$ cat config.mk
export PLATFORM = sky130hd
export DESIGN_NAME = dma_channel_arbiter
export DESIGN_NICKNAME = d
export VERILOG_FILES = /design/src/dma_arb_pkg.sv /design/src/dma_channel_arbiter.sv
export SDC_FILE = /design/constraint.sdc
export NUM_CORES = 1
export LEC_CHECK = 0
export ABC_CLOCK_PERIOD_IN_PS = 3790
export BUFFER_PORTS_ARGS = -buffer_cell sky130_fd_sc_hd__buf_2
export CORE_MARGIN = 2
export CORE_UTILIZATION = 25
export DETAILED_ROUTE_END_ITERATION = 10
export PLACE_DENSITY = 0.4
export SETUP_SLACK_MARGIN = 0.05
export SLEW_MARGIN = 20
export SYNTH_ARGS = -nofsm -noshare
export SYNTH_HDL_FRONTEND = slang
export SYNTH_SLANG_ARGS = --single-unit
$ cat constraint.sdc
create_clock -name clk -period 3.79 [get_ports clk]
set_input_delay 0.1895 -clock clk [delete_from_list [all_inputs] [get_ports clk]]
set_output_delay 0.1895 -clock clk [all_outputs]
set_load 0.02 [all_outputs]
$ cat src/dma_arb_pkg.sv
package dma_arb_pkg;

  typedef enum logic {
    OP_REQUEST = 1'b0,
    OP_GRANT   = 1'b1
  } dma_arb_op_t;

  typedef enum logic [1:0] {
    REG_ACTIVE_CHANNELS  = 2'd0,
    REG_ROUND_ROBIN_MODE = 2'd1,
    REG_PRIORITY_TABLE   = 2'd2
  } dma_arb_reg_t;

  typedef enum logic [1:0] {
    ST_IDLE,
    ST_REDUCE,
    ST_SCAN,
    ST_DONE
  } dma_arb_state_t;

  typedef struct packed {
    logic       operation;
    logic [3:0] channel;
  } dma_arb_in_t;

  typedef struct packed {
    logic       grant_valid;
    logic [3:0] grant_channel;
    logic       priorities_unique;
  } dma_arb_out_t;

  localparam int unsigned CFG_DATA_W = 64;
  localparam int unsigned CFG_IDX_W  = 2;

  localparam logic [4:0]  ACTIVE_CHANNELS_RST = 5'd16;
  localparam logic        ROUND_ROBIN_RST     = 1'b0;
  localparam logic [63:0] PRIORITY_TABLE_RST  = 64'hFEDC_BA98_7654_3210;

  function automatic logic [3:0] prio_of(input logic [63:0] table_bits,
                                         input logic [3:0]  ch);
    prio_of = table_bits[{ch, 2'b00} +: 4];
  endfunction

endpackage

$ cat src/dma_channel_arbiter.sv
// Sequence per transfer: SCAN scans one channel per cycle over the n effective channels,
//   then DONE shows the result; a round-robin grant first passes through REDUCE, which
//   reduces the start pointer modulo n by repeated subtraction.
// One transfer at a time with busy high: no new transfer is taken until the last is through.
// The result is shown one cycle with done; no stall.
// Reset (rst, synchronous): pending mask and last served cleared, registers to defaults.
module dma_channel_arbiter #(
  parameter int unsigned CHANNELS = 16
) (
  input  logic                                  clk,
  input  logic                                  rst,
  // item interface
  input  logic                                  start,
  output logic                                  busy,
  input  dma_arb_pkg::dma_arb_in_t              item,
  // result interface
  output logic                                  done,
  output dma_arb_pkg::dma_arb_out_t             result,
  // configuration write port
  input  logic                                  cfg_write,
  input  logic [dma_arb_pkg::CFG_IDX_W-1:0]     cfg_index,
  input  logic [dma_arb_pkg::CFG_DATA_W-1:0]    cfg_data
);
  import dma_arb_pkg::*;

  // CH_W indexes a channel, CNT_W holds a count up to CHANNELS
  localparam int unsigned CH_W  = (CHANNELS > 1) ? $clog2(CHANNELS) : 1;
  localparam int unsigned CNT_W = $clog2(CHANNELS + 1);
  localparam logic [4:0]  CH_MAX = 5'(CHANNELS);

  // configuration registers
  logic [4:0]  active_channels;
  logic        round_robin_mode;
  logic [63:0] priority_table;

  // arbitration state
  logic [CHANNELS-1:0] pending_mask;
  logic [CH_W-1:0]     last_served;

  // sequencer and working registers for the current transfer
  dma_arb_state_t state, state_next;
  logic            op;
  logic [3:0]      req_ch;
  logic [CNT_W-1:0] cnt;      // uniqueness / fixed-priority scan index
  logic [CNT_W-1:0] ptr;      // round-robin scan pointer
  logic [15:0]     seen;      // priorities seen so far
  logic            uniq,  uniq_next;
  logic            valid, valid_next;
  logic [CH_W-1:0] sel,   sel_next;
  logic [3:0]      best,  best_next;
  logic [15:0]     seen_next;

  // effective count: active_channels clamped to 1..CHANNELS
  logic [4:0]       n_clamp;
  logic [CNT_W-1:0] n_eff;

  always_comb begin
    priority if (active_channels == 5'd0) begin
      n_clamp = 5'd1;
    end else if (active_channels > CH_MAX) begin
      n_clamp = CH_MAX;
    end else begin
      n_clamp = active_channels;
    end
    n_eff = n_clamp[CNT_W-1:0];
  end

  // one channel per cycle: priority lookup, seen check, pending test, compare
  logic [CH_W-1:0]  scan_ch;
  logic [CH_W-1:0]  cand_ch;
  logic [3:0]       cur_prio;
  logic             last_step;
  logic [CNT_W-1:0] cnt_inc;
  logic [CNT_W-1:0] ptr_inc;

  assign scan_ch   = cnt[CH_W-1:0];
  assign cand_ch   = round_robin_mode ? ptr[CH_W-1:0] : scan_ch;
  assign cur_prio  = prio_of(priority_table, 4'(scan_ch));
  assign cnt_inc   = CNT_W'(cnt + 1'b1);
  assign ptr_inc   = CNT_W'(ptr + 1'b1);
  assign last_step = (cnt_inc == n_eff);

  always_comb begin
    uniq_next  = uniq & ~seen[cur_prio];
    seen_next  = seen | (16'd1 << cur_prio);
    valid_next = valid;
    sel_next   = sel;
    best_next  = best;
    if (op == OP_GRANT && pending_mask[cand_ch]) begin
      if (round_robin_mode) begin
        // first pending channel after last served wins
        if (!valid) begin
          valid_next = 1'b1;
          sel_next   = cand_ch;
        end
      end else if (!valid || cur_prio > best) begin
        // strictly higher priority only, so ties keep the lower index
        valid_next = 1'b1;
        sel_next   = cand_ch;
        best_next  = cur_prio;
      end
    end
  end

  // next-state logic
  always_comb begin
    state_next = state;
    unique case (state)
      ST_IDLE: begin
        if (start) begin
          state_next = (item.operation == OP_GRANT && round_robin_mode) ? ST_REDUCE
                                                                        : ST_SCAN;
        end
      end
      ST_REDUCE: begin
        if (ptr < n_eff) begin
          state_next = ST_SCAN;
        end
      end
      ST_SCAN: begin
        if (last_step) begin
          state_next = ST_DONE;
        end
      end
      ST_DONE: state_next = ST_IDLE;
      default: state_next = ST_IDLE;
    endcase
  end

  // handshake outputs
  always_comb begin
    busy = (state != ST_IDLE);
    done = (state == ST_DONE);
  end

  assign result.grant_valid       = valid;
  assign result.grant_channel     = 4'(sel);
  assign result.priorities_unique = uniq;

  // state register
  always_ff @(posedge clk) begin
    if (rst) begin
      state <= ST_IDLE;
    end else begin
      state <= state_next;
    end
  end

  // configuration registers; to be written only while idle, which the user must ensure (the block does not enforce it)
  always_ff @(posedge clk) begin
    if (rst) begin
      active_channels  <= ACTIVE_CHANNELS_RST;
      round_robin_mode <= ROUND_ROBIN_RST;
      priority_table   <= PRIORITY_TABLE_RST;
    end else if (cfg_write) begin
      unique case (cfg_index)
        REG_ACTIVE_CHANNELS:  active_channels  <= cfg_data[4:0];
        REG_ROUND_ROBIN_MODE: round_robin_mode <= cfg_data[0];
        REG_PRIORITY_TABLE:   priority_table   <= cfg_data;
        default: ;
      endcase
    end
  end

  // pending mask and last served: updated once, when the result goes out
  always_ff @(posedge clk) begin
    if (rst) begin
      pending_mask <= '0;
      last_served  <= '0;
    end else if (state == ST_DONE) begin
      if (op == OP_REQUEST) begin
        if ({1'b0, req_ch} < n_clamp) begin
          pending_mask[req_ch[CH_W-1:0]] <= 1'b1;
        end
      end else if (valid) begin
        pending_mask[sel] <= 1'b0;
        last_served       <= sel;
      end
    end
  end

  // working registers
  always_ff @(posedge clk) begin
    unique case (state)
      ST_IDLE: begin
        if (start) begin
          op     <= item.operation;
          req_ch <= item.channel;
          cnt    <= '0;
          ptr    <= CNT_W'(last_served + 1'b1);
          seen   <= '0;
          uniq   <= 1'b1;
          valid  <= 1'b0;
          sel    <= '0;
          best   <= '0;
        end
      end
      ST_REDUCE: begin
        // (last_served + 1) mod n by repeated subtraction
        if (ptr >= n_eff) begin
          ptr <= CNT_W'(ptr - n_eff);
        end
      end
      ST_SCAN: begin
        cnt   <= cnt_inc;
        ptr   <= (ptr_inc == n_eff) ? '0 : ptr_inc;
        seen  <= seen_next;
        uniq  <= uniq_next;
        valid <= valid_next;
        sel   <= sel_next;
        best  <= best_next;
      end
      ST_DONE: ;
      default: ;
    endcase
  end

  // checks
  a_done_busy: assert property (@(posedge clk) disable iff (rst) done |-> busy)
    else $error("result transfer outside a busy period");

  a_done_pulse: assert property (@(posedge clk) disable iff (rst) done |=> !done)
    else $error("result strobe longer than one cycle");

  a_start_busy: assert property (@(posedge clk) disable iff (rst)
      (start && !busy) |=> busy)
    else $error("accepted transfer did not raise busy");

  a_no_grant_zero: assert property (@(posedge clk) disable iff (rst)
      (done && !result.grant_valid) |-> (result.grant_channel == 4'd0))
    else $error("grant channel nonzero without a grant");

endmodule

== Word-level counts from Yosys, hierarchy flattened ==
Cells that the tools add are included.

* Add/subtract/negate cells: 4
* $mul: 0
* Div/mod/pow operators: 0
* Magnitude comparators: 11
* Equality and inequality tests: 17
* Shifts and indexed selects: 2
* Multiplexer cells: 44
* Bitwise logic cells: 6
* Reductions and logical operators: 25

{| class="wikitable"
|+ Operators by type and width
! operator !! number
|-
| 16-bit 2-to-1 mux || 4
|-
| 64-bit by 7-bit variable part select with 4-bit output || 1
|-
| 4-bit 2-to-1 mux || 9
|-
| 16-bit bitwise OR || 2
|-
| 16-bit case mux with 2 select lines || 1
|-
| 5-bit 2-to-1 mux || 6
|-
| 4-bit by 5-bit less-than comparator with 1-bit output, second input constant || 4
|-
| 16-bit bitwise AND || 1
|-
| 16-bit NOT || 1
|-
| 4-bit case mux with 2 select lines || 2
|-
| 1-bit by 4-bit left shift with 16-bit output, first input constant || 1
|-
| 5-bit case mux with 3 select lines || 1
|-
| 2-bit != test, second input constant || 7
|-
| 3-bit AND reduction || 4
|-
| 5-bit by 1-bit adder with 5-bit output, second input constant || 2
|-
| 5-bit equality test || 2
|-
| 5-bit case mux with 2 select lines || 1
|-
| 2-bit AND reduction || 5
|-
| 5-bit AND reduction || 2
|-
| 1-bit 2-to-1 mux || 9
|-
| 1-bit binary-select mux with 4-bit select || 2
|-
| 1-bit demux with 4-bit select || 2
|-
| 4-bit by 1-bit >= comparator with 1-bit output, second input constant || 2
|-
| 2-bit 2-to-1 mux || 4
|-
| other kinds (23) || 34
|}

* Bits in registers: 133
* Latch bits: 0
* RAM bits: 0
* Memory bits (read-only): 0
* Output and inout port bits: 8
* Word-level logic and storage cells: 124
* Memories kept: 0

== Depth between registers and ports, before layout ==
* Depth after elaboration: 8
* Mapped depth: 14
* Depth with buffers taken out: 12

== Worst setup path after synthesis ==
No wires, ideal clock.

* Path type: reg-to-reg
* Start: register cnt[0]
* End: register sel[0], enable pin
* Setup time: 0.309 ns
* Arrival time: 2.867 ns
* Data required time: 3.481 ns
* Slack: 0.614 ns
* Stages on the path, launching flop included: 13
* Clock period less this slack: 3.176 ns
* Cell sequence: edfxtp_1 > buf_6 > mux4_2 > mux2i_1 > mux2i_4 > buf_4 > ha_1 > o21a_1 > o21a_1 > o21ai_0 > and4b_1 > a211oi_1 > and2_1

* Cells in the longest elaborated chain, start to end: 6

{| class="wikitable"
|+ RTL lines
! what !! line !! source
|-
| from (decl) || dma_channel_arbiter.sv:44 || <nowiki>logic [CNT_W-1:0] cnt;</nowiki>
|-
| from (signal assigned) || dma_channel_arbiter.sv:205 || <nowiki>cnt <= cnt_inc;</nowiki>
|-
| branches (longest 5 deep; another with 4-bit greater-than comparator) || -- ||
|-
| 5-bit AND reduction (no source line) * || -- ||
|-
| to (signal assigned) || dma_channel_arbiter.sv:210 || <nowiki>sel <= sel_next;</nowiki>
|-
| to (decl) || dma_channel_arbiter.sv:49 || <nowiki>logic [CH_W-1:0] sel, sel_next;</nowiki>
|}

Mark *: on every way between the ends. The select of a mux whose other input is x is not followed.
A chain may end at the register's enable or synchronous reset.

== Worst setup path in the final report ==
* Start: register cnt[0]
* End: register sel[2], enable pin

Same word-level chain as after synthesis.

==> impl_results.md <==
- Status: complete, no violations
- # H-tree levels: 4
- Drt drc: 0
- Chip width: between 150 and 200 µm
- Synth area leaders: dfxtp_1, edfxtp_1, nand2_1, mux4_2, nand3_1
- Initial antenna violation count: 1
- Leakage power: around 0.0034 µW
- First drt pass iteration count: 4
- I/O Buffers: 82
- Highest metal used: met5
- CTS buffer count: 17
- Placer congestion estimate: 0.755
- TNS Setup: 0 ns
- Total GRT Usage: 14.1%
- Root Buffer: clkbuf_16
- Yosys top cell area share: 27.2%
- Post-synthesis sequential area ratio: between 40% and 50%
- FF/Latch Area: 3070 µm²
- CP required: around 4 ns
- Min cycle time layout: approximately 3.5 ns
- PostCTS Resize Cnt: 0
- PD cells: 676 nW/µm²
- EDFF count, synth: between 40 and 50
- DR vias/cell: around 4.6
- Core area: around 27,000 µm²
- Wire length on met3: between 600 and 700 µm
- Rows: 60
- Asr flop ratio synth: 0%
- First-pass GRT wire length: 31.0 mm
- Predominant post-synthesis flop cell: dfxtp_1
- Sw frac: between 30% and 40%
- Antenna-violating nets left: 0
- Maximum clock frequency: around 290 MHz
- Height of the die: ~170 µm
- Worst-path fanout max: 21
- Hold Slack: around 0.011 ns
- WL met1: between 9 and 10 mm
- Largest net degree at the start of global routing: between 60 and 70
- Area after DPL: 7540 µm²
- Biggest area consumer among synthesized cells: dfxtp_1
- RSZ-0062 raised after global routing: no
- Vias: ~5,500
- Sink Count: 133
- Routed WL: ~20 mm
- Gate Count Post-Synth: about 720
- P_sw: approximately 2200 µW
- Post-synthesis register bit count: approximately 130
- Initial Utilization: about a quarter
- Mean area per synthesized cell: 9.34 µm²
- Synth cell types: 58
- Area occupied by multi-input gates: 3380 µm²
- Worst setup EP type: register
- Die footprint: ~28,000 µm²
- Clk buf depth: 2
- Worst Tran Pin Value: between 1 and 1.5 ns
- IO Pins: 83
- # diodes: 0
- Max transition margin: 32.8%
- Combinational power share: a little under two fifths
- Critical Path AT: between 3 and 4 ns
- Crit Path Class: reg2reg
- Worst min path class: in2reg
- Fillers: between 2,000 and 3,000
- Max-cap violations: 0
- Maximum VDD drop: between 0.00015 and 0.0002 V
- Setup-failing EPs final: 0
- Design Area, Final: ~8600 µm²
- DRT iter0 DRCs: about 240
- DP HPWL: around 15 mm
- Final Skew: approximately 0.016 ns
- Final Hold Fails: 0
- Routed met2 length: 9.09 mm
- Worst-Skew Late Latency: roughly 0.43 ns
- Nature of the critical path startpoint: register
- Seq pwr share: 35.1%
- Pins Over Slew Limit: 0
- Layout area overhead: 27.2%
- CTS tree: done
- Post-layout net count: 944
- Syn nets: 820
- Layout cells sized above 1: 18.5%
- Synth Cell Area: 6760 µm²
- CTS clk-pin slew, worst paths: 0.06 ns
- Pint: about 3600 µW
- Period utilization: between 90% and 100%
- Synth Warn #: 0
- Avg WL per Cell: 16.3 µm
- Vias in the first global route: between 5,000 and 6,000
- Clk pwr share: between 20% and 30%
- Total gr overflow: 0
flip-flops by register name, indices dropped and copies added, names as in the netlist, 2 cells and up:
register,cells
priority_table,64
pending_mask,16
seen,16
active_channels,5
cnt,5
ptr,5
best,4
last_served,4
req_ch,4
sel,4
state,2
kinds of logic (layout without fill, tap and decap cells):
logic type / Yosys count / after routing / synth area share (%)
DFF: 133 / 133 / 45.4
AOI/OAI and AO/OA: 123 / 123 / 11.8
muxes: 47 / 47 / 11.5
adders and majority gates: 21 / 21 / 4.00
xor gates and xnor gates: 17 / 17 / 2.31
buffers and inverters: 72 / 209 / 4.66
and+or+nand+nor: 311 / 311 / 20.4
placed cells by master, fill, tap and decap left out, drive strengths merged, types with 3 or more instances in the layout:
master	count
or3	3
nand4	5
buf	100
nor2b	8
nor3	4
a21boi	3
o31ai	12
xor2	5
edfxtp	41
dlygate4sd3	48
xnor2	12
and2	6
dfxtp	92
o311ai	3
nor2	47
a22o	8
mux2i	25
clkinv	4
o21a	9
o211ai	9
nand3b	3
inv	38
o21ai	20
nand3	60
nand2b	11
nand2	155
a21oi	45
mux4	21
clkbuf	17
ha	20
path summary, 6_finish.rpt:
kind                     startpoint                  to  slack (ns)  depth (start not counted)
setup / recovery             cnt[0]              sel[2]        0.33                         13
hold / removal         cfg_data[25]  priority_table[25]        0.01                          3
setup reg to reg             cnt[0]              sel[2]        0.33                         13
hold reg to reg   priority_table[5]   priority_table[5]        0.45                          2
metal layers:
layer / vias to the layer above / track usage, %
li1: 2800 / -
met1: 2558 / 19.3
met2: 111 / 22.6
met3: 23 / 2.29
met4: 2 / 5.02
met5: - / 0
what timing repair did:
action                                  CTS  global route
hold buffers                             48             0
endpoints found under the setup margin    0             4
endpoints found under the hold margin    48             0
setup buffers                             0             1
per-stage QoR:
step	power [µW]	setup WS [ns]	util (%)	cells
floorplan	3580	0.614	-	724
global placement	4230	0.377	28.2	1121
detailed placement	4210	0.196	28.2	1121
CTS	5870	0.179	32.1	1201
global route	6190	0.0851	32.2	1202
finish	5810	0.328	32.2	1202
power by group through the flow:
stage / combinational (µW) / clock (µW) / sequential, µW
after floorplan: 1600 / 0 / 1980
after global placement: 2120 / 0 / 2100
after detailed placement: 2110 / 0 / 2100
after CTS: 2150 / 1640 / 2070
after global routing: 2430 / 1690 / 2070
final: 2180 / 1590 / 2040
cell type report:
class | count | share of cell area (%)
flip-flops and latches | 133 | 35.7
clock inverters | 15 | 1.59
repair buffers | 148 | 12.2
clock buffers | 17 | 4.95
multi-input cells | 519 | 39.3
well taps | 341 | 4.96
inverters | 29 | 1.27
synthesized netlist by cell type (2+ instances only):
master,number
nand2_1,155
dfxtp_1,92
nand3_1,60
nor2_1,47
a21oi_1,44
edfxtp_1,41
clkbuf_1,28
inv_1,26
mux2i_1,23
ha_1,20
o21ai_0,20
mux4_2,17
o31ai_1,12
xnor2_1,12
nand2b_1,11
o211ai_1,9
o21a_1,9
a22o_1,8
nor2b_1,8
and2_1,6
buf_4,5
nand4_1,5
buf_1,4
mux4_1,4
nor3_1,4
xor2_1,4
a21boi_0,3
buf_2,3
buf_6,3
nand3b_1,3
o311ai_0,3
or3_1,3
and3_1,2
inv_2,2
mux2i_4,2
nor3b_1,2
o2111ai_1,2
o22ai_1,2
worst max-delay path: stages (launching register included):
cell	delay, ns
edfxtp_1	0.38
buf_12	0.20
mux4_1	0.59
nand3_1	0.09
and4_1	0.19
inv_1	0.08
ha_1	0.29
nor2b_1	0.14
o21a_1	0.12
o21a_1	0.10
o21ai_0	0.13
and4b_1	0.24
a211oi_1	0.30
and2_1	0.29
Note: power is estimated with default switching activity, not from simulation.
